===== src/utf8_sanitize_truncate_core_macros.svh =====
// assertion helpers shared by the rtl files
`ifndef UTF8_SANITIZE_TRUNCATE_CORE_MACROS_SVH
`define UTF8_SANITIZE_TRUNCATE_CORE_MACROS_SVH

// checked on every rising edge outside reset
`define UTF8ST_ASSERT(lbl, prop, msg) \
  lbl: assert property (@(posedge clk) disable iff (rst) (prop)) else $error(msg);

// checked on every rising edge, reset included
`define UTF8ST_ASSERT_ALWAYS(lbl, prop, msg) \
  lbl: assert property (@(posedge clk) (prop)) else $error(msg);

`endif


===== src/utf8st_pkg.sv =====
`timescale 1ns / 1ps
package utf8st_pkg;

  localparam logic [15:0] MAX_BYTES_RESET = 16'd1024;
  localparam logic [7:0]  REPLACE_CHAR    = 8'h3F;
  localparam int          QUEUE_DEPTH     = 4;

  // one classified input byte
  typedef struct packed {
    logic [7:0] data;
    logic       last;
    logic [2:0] width;  // sequence length when used as lead, 0 if it cannot lead
    logic       cont;   // 10xxxxxx
  } item_t;

  function automatic logic [2:0] lead_width(input logic [7:0] b);
    logic [2:0] w;
    w = 3'd0;
    if (b[7] == 1'b0) begin
      w = 3'd1;
    end else if (b[7:5] == 3'b110 && b >= 8'hC2) begin
      w = 3'd2;
    end else if (b[7:4] == 4'b1110) begin
      w = 3'd3;
    end else if (b[7:3] == 5'b11110 && b <= 8'hF4) begin
      w = 3'd4;
    end
    return w;
  endfunction

endpackage


===== src/utf8st_front.sv =====
`timescale 1ns / 1ps
module utf8st_front (
  input  logic                s_tvalid,
  output logic                s_tready,
  input  logic [7:0]          s_tdata,   // [7:0] in_byte
  input  logic                s_tlast,
  input  logic                q_full,
  output logic                q_push,
  output utf8st_pkg::item_t   q_item
);

  assign s_tready = !q_full;
  assign q_push   = s_tvalid && !q_full;

  always_comb begin
    q_item.data  = s_tdata;
    q_item.last  = s_tlast;
    q_item.width = utf8st_pkg::lead_width(s_tdata);
    q_item.cont  = (s_tdata[7:6] == 2'b10);
  end

endmodule


===== src/utf8st_queue.sv =====
`timescale 1ns / 1ps
`include "utf8_sanitize_truncate_core_macros.svh"
module utf8st_queue #(
  parameter int DEPTH = utf8st_pkg::QUEUE_DEPTH
) (
  input  logic               clk,
  input  logic               rst,
  input  logic               push,
  input  utf8st_pkg::item_t  push_item,
  output logic               full,
  output logic               pop_valid,
  input  logic               pop_ready,
  output utf8st_pkg::item_t  pop_item
);

  localparam int AW = (DEPTH > 1) ? $clog2(DEPTH) : 1;
  localparam int CW = $clog2(DEPTH + 1);
  localparam logic [AW-1:0] LAST_PTR = AW'(DEPTH - 1);
  localparam logic [CW-1:0] FULL_CNT = CW'(DEPTH);

  utf8st_pkg::item_t mem [DEPTH];
  logic [AW-1:0] wr_ptr;
  logic [AW-1:0] rd_ptr;
  logic [CW-1:0] count;
  logic          pop;

  assign full      = (count == FULL_CNT);
  assign pop_valid = (count != '0);
  assign pop       = pop_valid && pop_ready;
  assign pop_item  = mem[rd_ptr];

  always_ff @(posedge clk) begin
    if (push) begin
      mem[wr_ptr] <= push_item;
    end
  end

  always_ff @(posedge clk) begin
    if (rst) begin
      wr_ptr <= '0;
      rd_ptr <= '0;
      count  <= '0;
    end else begin
      if (push) begin
        wr_ptr <= (wr_ptr == LAST_PTR) ? '0 : wr_ptr + AW'(1);
      end
      if (pop) begin
        rd_ptr <= (rd_ptr == LAST_PTR) ? '0 : rd_ptr + AW'(1);
      end
      if (push && !pop) begin
        count <= count + CW'(1);
      end else if (pop && !push) begin
        count <= count - CW'(1);
      end
    end
  end

  `UTF8ST_ASSERT(a_count_bound, count <= FULL_CNT, "queue count beyond depth")

endmodule


===== src/utf8st_back.sv =====
`timescale 1ns / 1ps
`include "utf8_sanitize_truncate_core_macros.svh"
module utf8st_back (
  input  logic               clk,
  input  logic               rst,
  input  logic               cfg_valid,
  output logic               cfg_ready,
  input  logic [15:0]        cfg_data,
  input  logic               q_valid,
  output logic               q_ready,
  input  utf8st_pkg::item_t  q_item,
  output logic               m_tvalid,
  input  logic               m_tready,
  output logic [15:0]        m_tdata,   // [7:0] out_byte, [8] truncated, rest zero
  output logic               m_tuser,   // has_byte
  output logic               m_tlast    // string_done
);

  typedef enum logic [1:0] {S_IDLE, S_RUN, S_FINAL} state_t;
  typedef enum logic [2:0] {
    ACT_WAIT, ACT_FLUSH, ACT_PEND, ACT_STOP, ACT_REPL, ACT_SEQ, ACT_TAIL
  } act_t;

  state_t             state;
  utf8st_pkg::item_t  buf_q  [4];
  utf8st_pkg::item_t  pend_q [3];
  logic [1:0]         pcount;
  logic [2:0]         n_q;
  logic [2:0]         pos_q;
  logic [1:0]         run_left;
  logic               last_q;
  logic [15:0]        emitted;
  logic               trunc_seen;
  logic               stopped;
  logic [15:0]        max_bytes;
  logic               hold_valid;
  logic [7:0]         hold_byte;
  logic               o_valid;
  logic [7:0]         o_byte;
  logic               o_has;
  logic               o_done;
  logic               o_trunc;

  utf8st_pkg::item_t  cur;
  utf8st_pkg::item_t  win1;
  utf8st_pkg::item_t  win2;
  utf8st_pkg::item_t  win3;
  logic [1:0]         idx1;
  logic [1:0]         idx2;
  logic [1:0]         idx3;
  logic [2:0]         rem;
  logic               fits;
  logic               seq_ok;
  logic               bad;
  logic [2:0]         need;
  logic               over;
  logic               out_free;
  logic               emit_ok;
  act_t               act;
  logic               prod;
  logic [7:0]         prod_byte;
  logic               o_load;

  assign cfg_ready = 1'b1;
  assign q_ready   = (state == S_IDLE);
  assign m_tvalid  = o_valid;
  assign m_tdata   = {7'd0, o_trunc, o_byte};
  assign m_tuser   = o_has;
  assign m_tlast   = o_done;

  assign out_free = !o_valid || m_tready;
  // on the final byte results go through the hold slot so the last one can be marked
  assign emit_ok  = last_q ? (!hold_valid || out_free) : out_free;

  always_comb begin
    idx1 = pos_q[1:0] + 2'd1;
    idx2 = pos_q[1:0] + 2'd2;
    idx3 = pos_q[1:0] + 2'd3;
    cur  = buf_q[pos_q[1:0]];
    win1 = buf_q[idx1];
    win2 = buf_q[idx2];
    win3 = buf_q[idx3];
    rem  = n_q - pos_q;
    fits = (cur.width <= rem);

    case (cur.width)
      3'd1: seq_ok = 1'b1;
      3'd2: seq_ok = win1.cont;
      3'd3: seq_ok = win1.cont && win2.cont
                  && !(cur.data == 8'hE0 && win1.data < 8'hA0)
                  && !(cur.data == 8'hED && win1.data >= 8'hA0);
      3'd4: seq_ok = win1.cont && win2.cont && win3.cont
                  && !(cur.data == 8'hF0 && win1.data < 8'h90)
                  && !(cur.data == 8'hF4 && win1.data >= 8'h90);
      default: seq_ok = 1'b0;
    endcase

    bad  = (cur.width == 3'd0) || !fits || !seq_ok;
    need = bad ? 3'd1 : cur.width;
    over = ({1'b0, emitted} + 17'(need)) > {1'b0, max_bytes};

    act = ACT_WAIT;
    if (state == S_RUN) begin
      if (run_left != 2'd0) begin
        act = emit_ok ? ACT_TAIL : ACT_WAIT;
      end else if (rem == 3'd0) begin
        act = ACT_FLUSH;
      end else if (cur.width != 3'd0 && !fits && !last_q) begin
        act = ACT_PEND;
      end else if (over) begin
        act = ACT_STOP;
      end else if (emit_ok) begin
        act = bad ? ACT_REPL : ACT_SEQ;
      end
    end

    prod      = (act == ACT_TAIL) || (act == ACT_REPL) || (act == ACT_SEQ);
    prod_byte = (act == ACT_REPL) ? utf8st_pkg::REPLACE_CHAR : cur.data;
    // output register takes a new transaction this cycle
    o_load    = (prod && (!last_q || hold_valid)) || (state == S_FINAL && out_free);
  end

  always_ff @(posedge clk) begin
    if (rst) begin
      state      <= S_IDLE;
      pcount     <= 2'd0;
      n_q        <= 3'd0;
      pos_q      <= 3'd0;
      run_left   <= 2'd0;
      last_q     <= 1'b0;
      emitted    <= 16'd0;
      trunc_seen <= 1'b0;
      stopped    <= 1'b0;
      max_bytes  <= utf8st_pkg::MAX_BYTES_RESET;
      hold_valid <= 1'b0;
      o_valid    <= 1'b0;
    end else begin
      if (o_valid && m_tready && !o_load) begin
        o_valid <= 1'b0;
      end
      if (cfg_valid) begin
        max_bytes <= cfg_data;
      end

      case (state)
        S_IDLE: begin
          if (q_valid) begin
            last_q   <= q_item.last;
            pos_q    <= 3'd0;
            run_left <= 2'd0;
            // after a budget stop the rest of the string is dropped
            if (stopped) begin
              n_q <= 3'd0;
            end else begin
              n_q <= {1'b0, pcount} + 3'd1;
              for (int i = 0; i < 3; i++) begin
                buf_q[i] <= (2'(i) < pcount) ? pend_q[i] : q_item;
              end
              buf_q[3] <= q_item;
            end
            state <= S_RUN;
          end
        end
        S_RUN: begin
          case (act)
            ACT_TAIL: begin
              pos_q    <= pos_q + 3'd1;
              run_left <= run_left - 2'd1;
            end
            ACT_FLUSH: begin
              pcount <= 2'd0;
              state  <= last_q ? S_FINAL : S_IDLE;
            end
            ACT_PEND: begin
              // sequence still open: keep its bytes for the next transaction
              for (int j = 0; j < 3; j++) begin
                pend_q[j] <= buf_q[pos_q[1:0] + 2'(j)];
              end
              pcount <= rem[1:0];
              state  <= S_IDLE;
            end
            ACT_STOP: begin
              stopped    <= 1'b1;
              trunc_seen <= 1'b1;
              pcount     <= 2'd0;
              state      <= last_q ? S_FINAL : S_IDLE;
            end
            ACT_REPL: begin
              trunc_seen <= 1'b1;
              emitted    <= emitted + 16'd1;
              pos_q      <= pos_q + 3'd1;
            end
            ACT_SEQ: begin
              emitted  <= emitted + 16'(cur.width);
              pos_q    <= pos_q + 3'd1;
              run_left <= 2'(cur.width - 3'd1);
            end
            default: begin
            end
          endcase
        end
        S_FINAL: begin
          if (out_free) begin
            o_valid    <= 1'b1;
            o_byte     <= hold_valid ? hold_byte : 8'd0;
            o_has      <= hold_valid;
            o_done     <= 1'b1;
            o_trunc    <= trunc_seen;
            hold_valid <= 1'b0;
            emitted    <= 16'd0;
            trunc_seen <= 1'b0;
            stopped    <= 1'b0;
            pcount     <= 2'd0;
            state      <= S_IDLE;
          end
        end
        default: begin
          state <= S_IDLE;
        end
      endcase

      if (prod) begin
        if (!last_q) begin
          o_valid <= 1'b1;
          o_byte  <= prod_byte;
          o_has   <= 1'b1;
          o_done  <= 1'b0;
          o_trunc <= 1'b0;
        end else begin
          if (hold_valid) begin
            o_valid <= 1'b1;
            o_byte  <= hold_byte;
            o_has   <= 1'b1;
            o_done  <= 1'b0;
            o_trunc <= 1'b0;
          end
          hold_valid <= 1'b1;
          hold_byte  <= prod_byte;
        end
      end
    end
  end

  `UTF8ST_ASSERT(a_pos_in_buf, pos_q <= n_q, "scan position past buffered bytes")
  `UTF8ST_ASSERT(a_stop_marks_trunc, stopped |-> trunc_seen, "budget stop without truncated flag")
  `UTF8ST_ASSERT(a_stop_no_pending, (stopped && state == S_IDLE) |-> (pcount == 2'd0),
                 "bytes kept after budget stop")

endmodule


===== src/utf8_sanitize_truncate_core.sv =====
`timescale 1ns / 1ps
// UTF-8 sanitizer with an output budget. Bytes of a string enter on s_* (tlast marks the
// final byte); valid sequences leave unchanged on m_*, every invalid position (bad lead,
// missing continuation, overlong, surrogate, above U+10FFFF, or cut off by the end of the
// string) becomes one '?', and output for the string stops once the next piece would exceed
// max_bytes (cfg_* port, reset 1024). The last result of each string has tlast set and
// carries the truncated flag; it is status only (tuser low) when no byte goes with it.
// A front end classifies bytes into a queue of QUEUE_DEPTH entries; the back end sequencer
// handles one buffered position per cycle while the output is free, so an input byte costs
// more per result, and a string end adds a final step. The queue soaks up those bursts.
module utf8_sanitize_truncate_core #(
  parameter int QUEUE_DEPTH = utf8st_pkg::QUEUE_DEPTH
) (
  input  logic        clk,
  input  logic        rst,
  input  logic        cfg_valid,
  output logic        cfg_ready,
  input  logic [15:0] cfg_data,
  input  logic        s_tvalid,
  output logic        s_tready,
  input  logic [7:0]  s_tdata,   // [7:0] in_byte
  input  logic        s_tlast,
  output logic        m_tvalid,
  input  logic        m_tready,
  output logic [15:0] m_tdata,   // [7:0] out_byte, [8] truncated, rest zero
  output logic        m_tuser,   // has_byte
  output logic        m_tlast
);

  utf8st_pkg::item_t push_item;
  utf8st_pkg::item_t pop_item;
  logic              q_full;
  logic              q_push;
  logic              q_valid;
  logic              q_ready;

  utf8st_front u_front (
    .s_tvalid (s_tvalid),
    .s_tready (s_tready),
    .s_tdata  (s_tdata),
    .s_tlast  (s_tlast),
    .q_full   (q_full),
    .q_push   (q_push),
    .q_item   (push_item)
  );

  utf8st_queue #(
    .DEPTH (QUEUE_DEPTH)
  ) u_queue (
    .clk       (clk),
    .rst       (rst),
    .push      (q_push),
    .push_item (push_item),
    .full      (q_full),
    .pop_valid (q_valid),
    .pop_ready (q_ready),
    .pop_item  (pop_item)
  );

  utf8st_back u_back (
    .clk       (clk),
    .rst       (rst),
    .cfg_valid (cfg_valid),
    .cfg_ready (cfg_ready),
    .cfg_data  (cfg_data),
    .q_valid   (q_valid),
    .q_ready   (q_ready),
    .q_item    (pop_item),
    .m_tvalid  (m_tvalid),
    .m_tready  (m_tready),
    .m_tdata   (m_tdata),
    .m_tuser   (m_tuser),
    .m_tlast   (m_tlast)
  );

endmodule


===== config.mk =====
export PLATFORM = sky130hd
export DESIGN_NAME = utf8_sanitize_truncate_core
export DESIGN_NICKNAME = d
export VERILOG_FILES = /design/src/utf8st_pkg.sv /design/src/utf8st_front.sv /design/src/utf8st_queue.sv /design/src/utf8st_back.sv /design/src/utf8_sanitize_truncate_core.sv
export VERILOG_INCLUDE_DIRS = /design/src /design/src/src
export SDC_FILE = /design/constraint.sdc
export NUM_CORES = 1
export LEC_CHECK = 0
export ABC_AREA = 1
export BUFFER_PORTS_ARGS = -buffer_cell sky130_fd_sc_hd__buf_2
export CAP_MARGIN = 10
export CORE_MARGIN = 2
export CORE_UTILIZATION = 62
export DETAILED_ROUTE_END_ITERATION = 10
export PLACE_DENSITY_LB_ADDON = 0.25
export SETUP_SLACK_MARGIN = 0.3
export SKIP_LAST_GASP = 1
export SLEW_MARGIN = 20
export SYNTH_ARGS = -nofsm -noshare
export SYNTH_HDL_FRONTEND = slang
export SYNTH_SLANG_ARGS = --single-unit

===== constraint.sdc =====
create_clock -name clk -period 8.7 [get_ports clk]
set_input_delay 1.305 -clock clk [delete_from_list [all_inputs] [get_ports clk]]
set_output_delay 1.305 -clock clk [all_outputs]
set_load 0.05 [all_outputs]

Word-level counts from Yosys, hierarchy flattened
Memory sizes are Yosys's and may differ from the RTL's. A register that Yosys moved wholly into a read port is not among the register bits.
Cells that the tools add are included.

word-level totals
  logic and storage cells = 236
  bits of input ports = 30
  memories = 3
  flip-flop bits (word level) = 75
  output and inout port bits = 21
  RAM bits = 143

operators by class
  multiplexer cells = 91
  reduce and logical (&&, ||, !) cells = 64
  $lt $le $gt $ge = 11
  equal/unequal tests = 31
  $add $sub $neg = 15
  bitwise operators = 1

memory list
  name           depth  bits a word  rd ports  clocked after memory_dff  wr ports  RTL line            RTL
  u_back.buf_q   4      13           4         1                         4         utf8st_back.sv:25   utf8st_pkg::item_t buf_q [4];
  u_queue.mem    4      13           1         1                         1         utf8st_queue.sv:21  utf8st_pkg::item_t mem [DEPTH];
  u_back.pend_q  3      13           3         0                         3         utf8st_back.sv:26   utf8st_pkg::item_t pend_q [3];

operators with widths
  kind                   count
  $pmux 16 s2            2
  $mux 8                 7
  $mux 3                 17
  $mux 1                 41
  $mux 13                3
  $eq 8x8->1 const B     4
  $ge 8x8->1 const B     3
  $reduce_and 3->1       8
  $logic_and 1x1->1      22
  $mux 2                 10
  $pmux 2 s2             5
  $eq 3x3->1 const B     6
  $add 16x3->17          1
  $gt 17x16->1           1
  $add 16x1->16 const B  1
  $add 16x3->16          1
  $lt 8x8->1 const B     2
  $mux 16                1
  $logic_not 1->1        13
  $eq 3x2->1 const B     4
  $ne 3x3->1 const B     3
  $eq 2x2->1 const B     4
  $le 8x8->1 const B     1
  $logic_or 1x1->1       8
  28 further kinds       45

Logic depth before layout (Yosys ltp)
Gate-level depths: netlist (run 1).
An unclocked memory read counts as a cell.

  depth in word-level cells = 31
  mapped depth = 46
  mapped depth without buffers = 46

Modules after synthesis
A second synthesis (run 1) with hierarchy kept.

unflattened totals
  cells, all modules = 1310
  area total of the unflattened synthesis = 11509.8 um^2

by module, submodules not included
  module        area each (um^2)  seq. area each (um^2)  instances  cells each
  utf8st_back   8888.5            4113.9                 1          1088
  utf8st_queue  2457.4            1741.7                 1          190
  utf8st_front  163.9             0.0                    1          32

Worst setup path after synthesis (run 1)
OpenSTA, ideal clock, no wires.

  path kind = flip-flop to flip-flop
  from = reg u_back.pos_q[1]
  to = mem u_back.pend_q[0][0] in the netlist's numbering (enable)
  library setup time = 0.429 ns
  period minus slack after synthesis = 6.784 ns
  required time = 8.271 ns
  data arrival time = 6.355 ns
  stages on the path, launching flop included = 35
  path slack = 1.916 ns
  buffers on the path = 3
  cells stage by stage = dfxtp_1 -> inv_2 -> clkbuf_1 -> fa_1 -> xnor2_1 -> ha_1 -> a21oi_1 -> a32oi_1 -> inv_1 -> nand2_1 -> inv_1 -> nand2_1 -> nor2_1 -> inv_1 -> fa_1 -> inv_1 -> nand3_1 -> a21oi_1 -> xor2_1 -> ha_1 -> inv_1 -> nor3_1 -> nor3b_1 -> nand3_1 -> nand3_1 -> nand2_2 -> nand3_1 -> nand2_1 -> nand2_2 -> nor2_4 -> inv_2 -> buf_2 -> buf_2 -> nand3_1 -> nor2_1

RTL lines
  item                    RTL line            RTL
  start, declared         utf8st_back.sv:29   logic [2:0] pos_q;
  start signal, assigned  utf8st_back.sv:167  pos_q <= pos_q + 3'd1;
  start signal, assigned  utf8st_back.sv:191  pos_q <= pos_q + 3'd1;
  start signal, assigned  utf8st_back.sv:195  pos_q <= pos_q + 3'd1;
  end, declared           utf8st_back.sv:26

==> flow_summary.ini, run 1 <==
[job]
drv_cap = 0

[worst_setup_path]
worst-setup-path-type = register to register
rrSetupSlack_ps = 1050
r2r-end = u_back.emitted[14]
arrival_ps = 8070
worst_path_max_delay_cell = dfxtp_1
crit_path_end_kind = register
cpPeakStageDelay_ps = 890
reg2reg_depth = 46
worstPathRequired_ps = 9120
path_buf_inv = 10
crit_family = simple AND/OR/NAND/NOR gates
start_kind = register
crit_fanout = 27
cpMostUsedCell = nand2_1

[floorplan]
fp.coreArea_sq_mm = 0.0179
rows = 49
die_w_um = 139
start_util = 0.629
die_h_um = 139
design.die.area_sq_mm = 0.0193
ios = 51

[route]
drtPass1Iterations = 5
via_count = 8958
routed_wirelength_mm = 25.5
ant_nets = 0
drc = 0
via_per_inst = 5.75
wl_per_cell_um = 16.4
drt_iter0_drc = 730

[clock_network]
cts.sinks = 215
cts.path.max_buffers = 3
cts_hold_buffers = 0
clock_latency_ps = 530
cts_buffers = 23
clock-root-buffer = clkbuf_16
postCtsResizedCells = 0
h-tree-depth = 1
cts_tree = yes
clkSlewWorstSetupHoldPaths_ps = 60
post_cts_buffers = 0

[sta]
rsz0062_at_grt = false
fmax_ghz = 0.131
worstMarginPinSlew_ps = 1060
fin_skew_ps = 15.1
setup_viol_count_final = 0
final_max_slew_viol_count = 0
slew_headroom = 0.295
fin_tns_setup_ps = 0
fin_crit_sh = 0.879
hold_violations = 0
timing.final.crit_period_ps = 7650

[final_layout]
nNetsFinal = 1385
syn_to_final_growth_pct = 9.11
fin_util = 0.687
multi_input_area_sq_mm = 0.00459
num_antenna_cells = 0
drive_above_1_share = 0.107
stdcell_count = 1558
seq_area_sq_mm = 0.00586
design_area_sq_mm = 0.0123
fillCellCount = 1436

[yosys]
ys_types = 50
synth.ff_latch_count = 215
synth_top_cell_by_area = edfxtp_1
ys_warn_count = 0
ys_async_sr_fraction = 0
syn_area_sq_mm = 0.0113
synth_ff_type = edfxtp_1
synth-edff-count = 155
synth_top_area_share = 0.413
syn_area_per_cell_sq_um = 8.74
synth_area_leaders = edfxtp_1, dfxtp_1, nand2_1
synthCells = 1289
yosysSeqAreaShare = 0.520

[grt]
grt_max_degree = 57
grt_pass1_wl_mm = 41.2
grt_overflow = 0
antenna_found_initial = 0
grt_use_total = 0.261
grt_pass1_vias = 8288

[pwr]
leakagePower_nw = 5.03
vdd_drop_max_v = 0.000242
power.density_mw_per_mm2 = 347

[min_path]
hold_path_end = u_back.max_bytes[7]
whs_path_depth = 2
min_path_type = register to register
hp-start = u_back.max_bytes[7]

[placed_design]
dpl.cell_count = 1515
place_hpwl_mm = 17.1
place.gp.congestion = 0.935
io_buffers = 42
postPlaceCellArea_sq_mm = 0.0115

[outcome]
status = finished clean
==> worst max-delay path by stage <==
| stage | to | depth (start not counted) | startpoint | slack (ps) |
|---|---|---|---|---|
| 6_report | u_back.emitted[14] | 46 | register | 1050 |
| 5_1_grt | u_back.emitted[10] | 44 | register | 320 |
| 2_1_floorplan | u_back.pend_q[0][0] | 34 | u_back.pos_q[1] | 1920 |
| 4_1_cts | u_back.emitted[14] | 46 | register | 1140 |
| 3_5_place_dp | u_back.emitted[14] | 46 | register | 1240 |
| 3_3_place_gp | u_back.emitted[14] | 46 | register | 1460 |
==> flip-flops by register name (all words and copies together), names as in the netlist, 3 cells and up, named ones only <==
| name | flops |
|---|---|
| u_back.buf_q | 48 |
| u_back.hold_byte | 8 |
| u_back.max_bytes | 16 |
| u_back.pos_q | 3 |
| u_queue.count | 3 |
| u_back.pend_q | 36 |
| u_back.n_q | 3 |
| u_queue.mem | 52 |
| u_back.o_byte | 8 |
| u_back.emitted | 16 |
==> cells in the final DEF (no fill, tap or decap), types with 14 or more instances in the layout <==
cell type / netlist / final
nand2_1: 300 / 300
nand2_2: 19 / 19
ha_1: 39 / 39
o21ai_0: 127 / 127
buf_2: 4 / 42
nor2_1: 94 / 93
dfxtp_1: 60 / 60
edfxtp_1: 155 / 155
clkbuf_16: 0 / 23
inv_1: 131 / 130
a21oi_1: 78 / 78
o22ai_1: 21 / 21
nand3_1: 79 / 79
inv_2: 13 / 14
==> through the flow <==
| step | worst slack (ps) | hold slack [ps] | total power, mW |
|---|---|---|---|
| 2_1_floorplan | 1920 | 426 | 2.88 |
| 3_3_place_gp | 1460 | 453 | 3.25 |
| 3_5_place_dp | 1240 | 456 | 3.32 |
| 4_1_cts | 1140 | 467 | 4.26 |
| 5_1_grt | 323 | 496 | 4.54 |
| 6_report | 1050 | 466 | 4.27 |
==> power by group <==
part           switching (mW)  total, mW  internal (mW)  leakage (nW)
Combinational            1.21       1.71          0.497          2.75
Clock                   0.398      0.935          0.537         0.348
Sequential              0.181       1.62           1.44          1.93
Total                    1.79       4.27           2.48          5.03
==> cell usage after synthesis (all sizes together), types with 7 or more instances <==
| cell | instances |
|---|---|
| a21oi | 79 |
| buf | 22 |
| clkbuf | 35 |
| dfxtp | 60 |
| edfxtp | 155 |
| ha | 39 |
| inv | 145 |
| nand2 | 320 |
| nand3 | 90 |
| nand4 | 13 |
| nor2 | 100 |
| nor3 | 11 |
| o211ai | 7 |
| o21ai | 133 |
| o22ai | 21 |
| xor2 | 13 |
==> cells by family after synthesis <==
kind of cell	Yosys count	share of synthesized area
fa+ha+maj	43	0.0504
flops	215	0.520
other cells	2	0.000667
buf+inv	205	0.0753
compound gates	262	0.128
xor+xnor	19	0.0148
simple gates	543	0.211
==> worst register-to-register path, delay by kind of cell, from the launching register on <==
family,cells,cell delay [ps]
compound gates,9,1490
simple gates,21,2180
fa+ha+maj,5,1680
buf+inv,10,1150
xor+xnor,1,160
flops,1,890
==> per-layer routing <==
metal | GRT usage | wire length (um)
met5 | 0 | 0
met1 | 0.360 | 11000
met4 | 0.0867 | 794
met2 | 0.432 | 12100
met3 | 0.0328 | 1620
==> final cells by class <==
cell class / count / share of cell area
flip-flops and latches: 215 / 0.476
inverters: 148 / 0.0454
repair buffers: 49 / 0.0230
clock inverters: 10 / 0.00713
multi-input cells: 875 / 0.374
clock buffers: 32 / 0.0512
well taps: 229 / 0.0233
Note: power is estimated with default switching activity, not from simulation.
==> run 2: changes to the inputs <==
==> constraint.sdc (replaced) <==
create_clock -name clk -period 8.5 [get_ports clk]
set_input_delay 1.275 -clock clk [delete_from_list [all_inputs] [get_ports clk]]
set_output_delay 1.275 -clock clk [all_outputs]
set_load 0.05 [all_outputs]
==> run 2 against run 1 <==
Compared with the run above:
- die area did not move
- hold slack got worse by 2.8 ps
- largest power group unchanged
- global-route usage rose by 0.54 points
- cell area increased by 0.40%
- critical path type unchanged
- largest cell class unchanged
- critical path depth down 2
- total power rose by 4.0%
- via count about the same
- setup slack gained 3.3 ps
- clock power is 9% higher
- combinational power up 4%
==> flow_summary.ini, run 2 (synthesis gave the netlist of run 1 again) <==
[outcome]
status = finished clean

[sta]
timing.final.crit_period_ps = 7440
fin_skew_ps = 8.74
fin_crit_sh = 0.875
hold_violations = 0
layout_setup_ws_ps = 1060
slew_headroom = 0.265
worstMarginPinSlew_ps = 1100
rsz0062_at_grt = false
setup_viol_count_final = 0
fin_tns_setup_ps = 0
final_max_slew_viol_count = 0
fmax_ghz = 0.134
whs_ps = 463

[worst_setup_path]
worst_path_max_delay_cell = dfxtp_1
cpMostUsedCell = nand2_1
start_kind = register
worstPathRequired_ps = 8900
crit_path_end_kind = register
crit_fanout = 21
arrival_ps = 7840
cpPeakStageDelay_ps = 550
worst-setup-path-type = register to register

[final_layout]
drive_above_1_share = 0.107
largest_register = u_queue.mem
num_antenna_cells = 0
final_cell_mix = nand2_1, edfxtp_1, inv_1
layout_commonest_cell = nand2_1
largestRegisters = u_queue.mem (52), u_back.buf_q (48), u_back.pend_q (36)
nNetsFinal = 1385
largest_register_ff_count = 52
design_area_sq_mm = 0.0123
syn_to_final_growth_pct = 9.54
fin_util = 0.689

[clock_network]
clock_latency_ps = 510
cts_tree = yes
clock-root-buffer = clkbuf_16
clkSlewWorstSetupHoldPaths_ps = 60
cts_buffers = 23
h-tree-depth = 1
cts.sinks = 215
post_cts_buffers = 0
cts.path.max_buffers = 3

[floorplan]
fp.coreArea_sq_mm = 0.0179
die_h_um = 139
start_util = 0.629
design.die.area_sq_mm = 0.0193
ios = 51
die_w_um = 139
rows = 49

[pwr]
comb_power_share = 0.398
p_seq_frac = 0.373
p_int_mw = 2.61
vdd_drop_max_v = 0.000253
leakagePower_nw = 5.04
switching_share = 0.411
power.density_mw_per_mm2 = 360
p_sw_mw = 1.83
clkPwrFrac = 0.229

[route]
routed_wirelength_mm = 25.6
ant_nets = 0
via_count = 8953
wl_per_cell_um = 16.4
drt_iter0_drc = 788
drc = 0
via_per_inst = 5.75
drtPass1Iterations = 6

[job]
drv_cap = 0

[placed_design]
place_hpwl_mm = 17.0
place.gp.congestion = 0.970
io_buffers = 42
preCtsSetupSlack_ps = 1070
postPlaceCellArea_sq_mm = 0.0115

[grt]
grt_pass1_vias = 8462
grt_overflow = 0
grt_use_total = 0.266
antenna_found_initial = 0
grt_max_degree = 57
grt_pass1_wl_mm = 42.0

[min_path]
min_path_type = register to register
-- run 2: changes by cell type in the layout (fill, tap and decap cells not counted), sizes merged --
cell | before | now
bufinv | 1 | 4
clkinv | 10 | 8
inv | 146 | 144
-- run 2: power by group through the flow --
stage	sequential [mW]	clock, mW	combinational, mW
2_1_floorplan	1.68	0	1.27
3_3_place_gp	1.67	0	1.66
3_5_place_dp	1.67	0	1.71
4_1_cts	1.65	1.03	1.73
5_1_grt	1.68	1.07	1.98
6_report	1.66	1.02	1.77
-- run 2: worst paths after layout --
path / startpoint / depth (start not counted) / slack (ps) / end
max: u_back.pos_q[1] / 44 / 1060 / u_back.emitted[14]
min reg2reg: u_back.max_bytes[5] / 2 / 460 / u_back.max_bytes[5]
max reg2reg: u_back.pos_q[1] / 44 / 1060 / u_back.emitted[14]
min: u_back.max_bytes[5] / 2 / 460 / u_back.max_bytes[5]
-- run 2: what timing repair did --
| action | 4_1_cts | 5_1_grt |
|---|---|---|
| resized for setup | 0 | 4 |
| endpoints found under the setup margin | 0 | 5 |
| hold buffers | 0 | 0 |
-- run 2: final cells by class --
class | instances | area (sq um)
Clock inverter | 9 | 139
Multi-Input combinational cell | 875 | 4590
Sequential cell | 215 | 5860
Inverter | 148 | 562
Clock buffer | 32 | 619
Tap cell | 229 | 287
Timing Repair Buffer | 49 | 283
Fill cell | 1417 | 5560
-- run 2: routing by layer --
metal | up-vias | track usage | wire length, um
met5 | - | 0 | 0
met4 | 0 | 0.112 | 1140
met1 | 4143 | 0.373 | 11100
met3 | 76 | 0.0366 | 1740
li1 | 4385 | - | -
met2 | 349 | 0.421 | 11600
-- run 2: critical path, delay by kind of cell (launching register included) --
family | cells | cell delay [ps]
adder cells (fa/ha/maj) | 6 | 2140
AND/OR/NAND/NOR | 19 | 1920
AO/OA/AOI/OAI | 8 | 1290
buffers and inverters | 9 | 1010
flip-flops | 1 | 550
XOR/XNOR | 2 | 410
-- run 2: metrics by stage --
step                cells  power (mW)
floorplan            1295        2.95
global placement     1515        3.32
detailed placement   1515        3.38
CTS                  1556        4.42
global route         1557        4.74
finish               1557        4.44
==> run 3: changes to the inputs <==
--- a/config.mk
+++ b/config.mk
@@ -18,4 +18,5 @@
 export SLEW_MARGIN = 20
 export SYNTH_ARGS = -nofsm -noshare
 export SYNTH_HDL_FRONTEND = slang
+export SYNTH_HIERARCHICAL = 1
 export SYNTH_SLANG_ARGS = --single-unit
==> run 3 against run 2 <==
Compared with the run above:
- via count rose by 2.1%
- synthesized cell count rose by 1.6%
- clock-buffer cell count shrank 2
- die area up 2.1%
- global-route usage is 0.78 points lower
- sequential cell count unchanged
- fmax barely moved
- core utilization shrank 0.065 points
- critical endpoint is now u_back/emitted[7]
==> flow_summary.ini, run 3 <==
[outcome]
status = finished clean

[sta]
rsz0062_at_grt = false
fin_tns_setup_ps = 0
setup_viol_count_final = 0
final_max_slew_viol_count = 0
fin_crit_sh = 0.876
whs_ps = 462
timing.final.crit_period_ps = 7450
fmax_ghz = 0.134
slew_headroom = 0.312
layout_setup_ws_ps = 1050
hold_violations = 0
worstMarginPinSlew_ps = 1030
fin_skew_ps = 10.7

[floorplan]
die_w_um = 140
design.die.area_sq_mm = 0.0197
start_util = 0.636
ios = 51
fp.coreArea_sq_mm = 0.0181
rows = 49
die_h_um = 140

[worst_setup_path]
crit_fanout = 20
cpMostUsedCell = nand2_1
arrival_ps = 7880
cpPeakStageDelay_ps = 530
worst_path_max_delay_cell = dfxtp_2
path_buf_inv = 8
start_kind = register
worst-setup-path-type = register to register
crit_path_end_kind = register
crit_family = simple AND/OR/NAND/NOR gates
worstPathRequired_ps = 8940

[placed_design]
preCtsSetupSlack_ps = 905
postPlaceCellArea_sq_mm = 0.0117
place.gp.congestion = 0.914
dpl.cell_count = 1527
place_hpwl_mm = 17.2
io_buffers = 42

[pwr]
switching_share = 0.415
leakagePower_nw = 5.05
comb_power_share = 0.403
clkPwrFrac = 0.218
p_sw_mw = 1.87
vdd_drop_max_v = 0.000195
power.density_mw_per_mm2 = 361
p_seq_frac = 0.379
p_int_mw = 2.63
p_total_mw = 4.50

[route]
drt_iter0_drc = 757
via_count = 9137
wl_per_cell_um = 16.6
routed_wirelength_mm = 26.1
via_per_inst = 5.81
drc = 0
ant_nets = 0
drtPass1Iterations = 5

[clock_network]
h-tree-depth = 1
clock-root-buffer = clkbuf_16
clock_latency_ps = 510
cts.path.max_buffers = 3
cts_hold_buffers = 0
clkSlewWorstSetupHoldPaths_ps = 60
cts_tree = yes
cts_buffers = 23
cts.sinks = 215

[yosys]
synth_area_leaders = edfxtp_1, dfxtp_1, nand2_1
synthCells = 1310
yosysSeqAreaShare = 0.509
synthMuxAreaShare = 0
synth_top_cell_by_area = edfxtp_1
synth_top_area_share = 0.404
synth_most_common_cell = nand2_1
syn_area_sq_mm = 0.0115
ys_async_sr_fraction = 0
synth_compound_area_frac = 0.135
post_synth_fa_ha_maj_area_fraction = 0.0494
synth_ff_type = edfxtp_1
synth_xor_area_frac = 0.0145
synth_top_family_by_area = simple AND/OR/NAND/NOR gates
synth_common_cells = nand2_1, edfxtp_1, nor2_1
syn_area_per_cell_sq_um = 8.79
ys_types = 53
synth.ff_latch_count = 215
synth-edff-count = 155
ys_warn_count = 6
synthSimpleGateAreaFrac = 0.205

[final_layout]
seq_area_sq_mm = 0.00586
largest_register = u_queue/mem
fin_util = 0.689
final_cell_mix = nand2_1, edfxtp_1, nor2_1
layout_commonest_cell = nand2_1
num_antenna_cells = 0
largest_register_ff_count = 52
syn_to_final_growth_pct = 8.22
design_area_sq_mm = 0.0125
multi_input_area_sq_mm = 0.00470
nNetsFinal = 1400
largestRegisters = u_queue/mem (52), u_back/buf_q (48), u_back/pend_q (36)
stdcell_count = 1573
drive_above_1_share = 0.118
fillCellCount = 1405

[min_path]
min_path_type = register to register

[grt]
antenna_found_initial = 0
grt_pass1_wl_mm = 41.0
grt_use_total = 0.258
grt_overflow = 0
grt_pass1_vias = 8251
grt_max_degree = 52

[job]
drv_cap = 0
## run 3: changes by cell type after synthesis, sizes merged, moves of 3 or more
cell    delta
nand4      -3
nand2     -52
buf       +20
nand3     -13
o21a       -3
nor2      +62
a21oi      +9
o22ai     +15
clkbuf    -11
## run 3: tightest hold or removal path, delay by kind of cell (launching register included)
family          cells  cell delay, ps
compound gates      1              60
buf+inv             1              60
flops               1             300
## run 3: kinds of logic (layout without fill, tap and decap cells)
family	count (synthesis)	after routing
AND/OR/NAND/NOR	536	536
adder cells (fa/ha/maj)	43	43
other	2	8
AO/OA/AOI/OAI	279	279
XOR/XNOR	19	19
flip-flops	215	215
buffers and inverters	216	244
## run 3: path summary, 6_finish.rpt
path                  startpoint                  end  slack, ps  cells past startpoint
max              u_back/pos_q[1]    u_back/emitted[7]       1050                     44
max reg2reg      u_back/pos_q[1]    u_back/emitted[7]       1050                     44
min reg2reg  u_back/max_bytes[4]  u_back/max_bytes[4]        460                      2
min          u_back/max_bytes[4]  u_back/max_bytes[4]        460                      2
## run 3: repair_timing
action / CTS / global route
gates resized for setup: 0 / 4
setup endpoints to repair: 0 / 9
setup buffers: 0 / 3
## run 3: cell type report
cell class	count	area share
clock buffers	30	0.0499
clock inverters	12	0.00924
inverters	150	0.0463
multi-input cells	885	0.377
flip-flops and latches	215	0.470
well taps	229	0.0230
repair buffers	52	0.0239
## run 3: power groups by stage
| stage | Sequential (mW) | Clock, mW | Combinational (mW) |
|---|---|---|---|
| floorplan | 1.74 | 0 | 1.32 |
| finish | 1.70 | 0.980 | 1.81 |
| detailed placement | 1.72 | 0 | 1.76 |
| global route | 1.73 | 1.04 | 2.00 |
| global placement | 1.71 | 0 | 1.71 |
| CTS | 1.70 | 0.998 | 1.77 |
## run 3: per-layer routing
| layer | global-route usage | part of all wire |
|---|---|---|
| met5 | 0 | 0 |
| met4 | 0.0792 | 0.023 |
| met3 | 0.0427 | 0.083 |
| met2 | 0.426 | 0.47 |
| met1 | 0.354 | 0.42 |
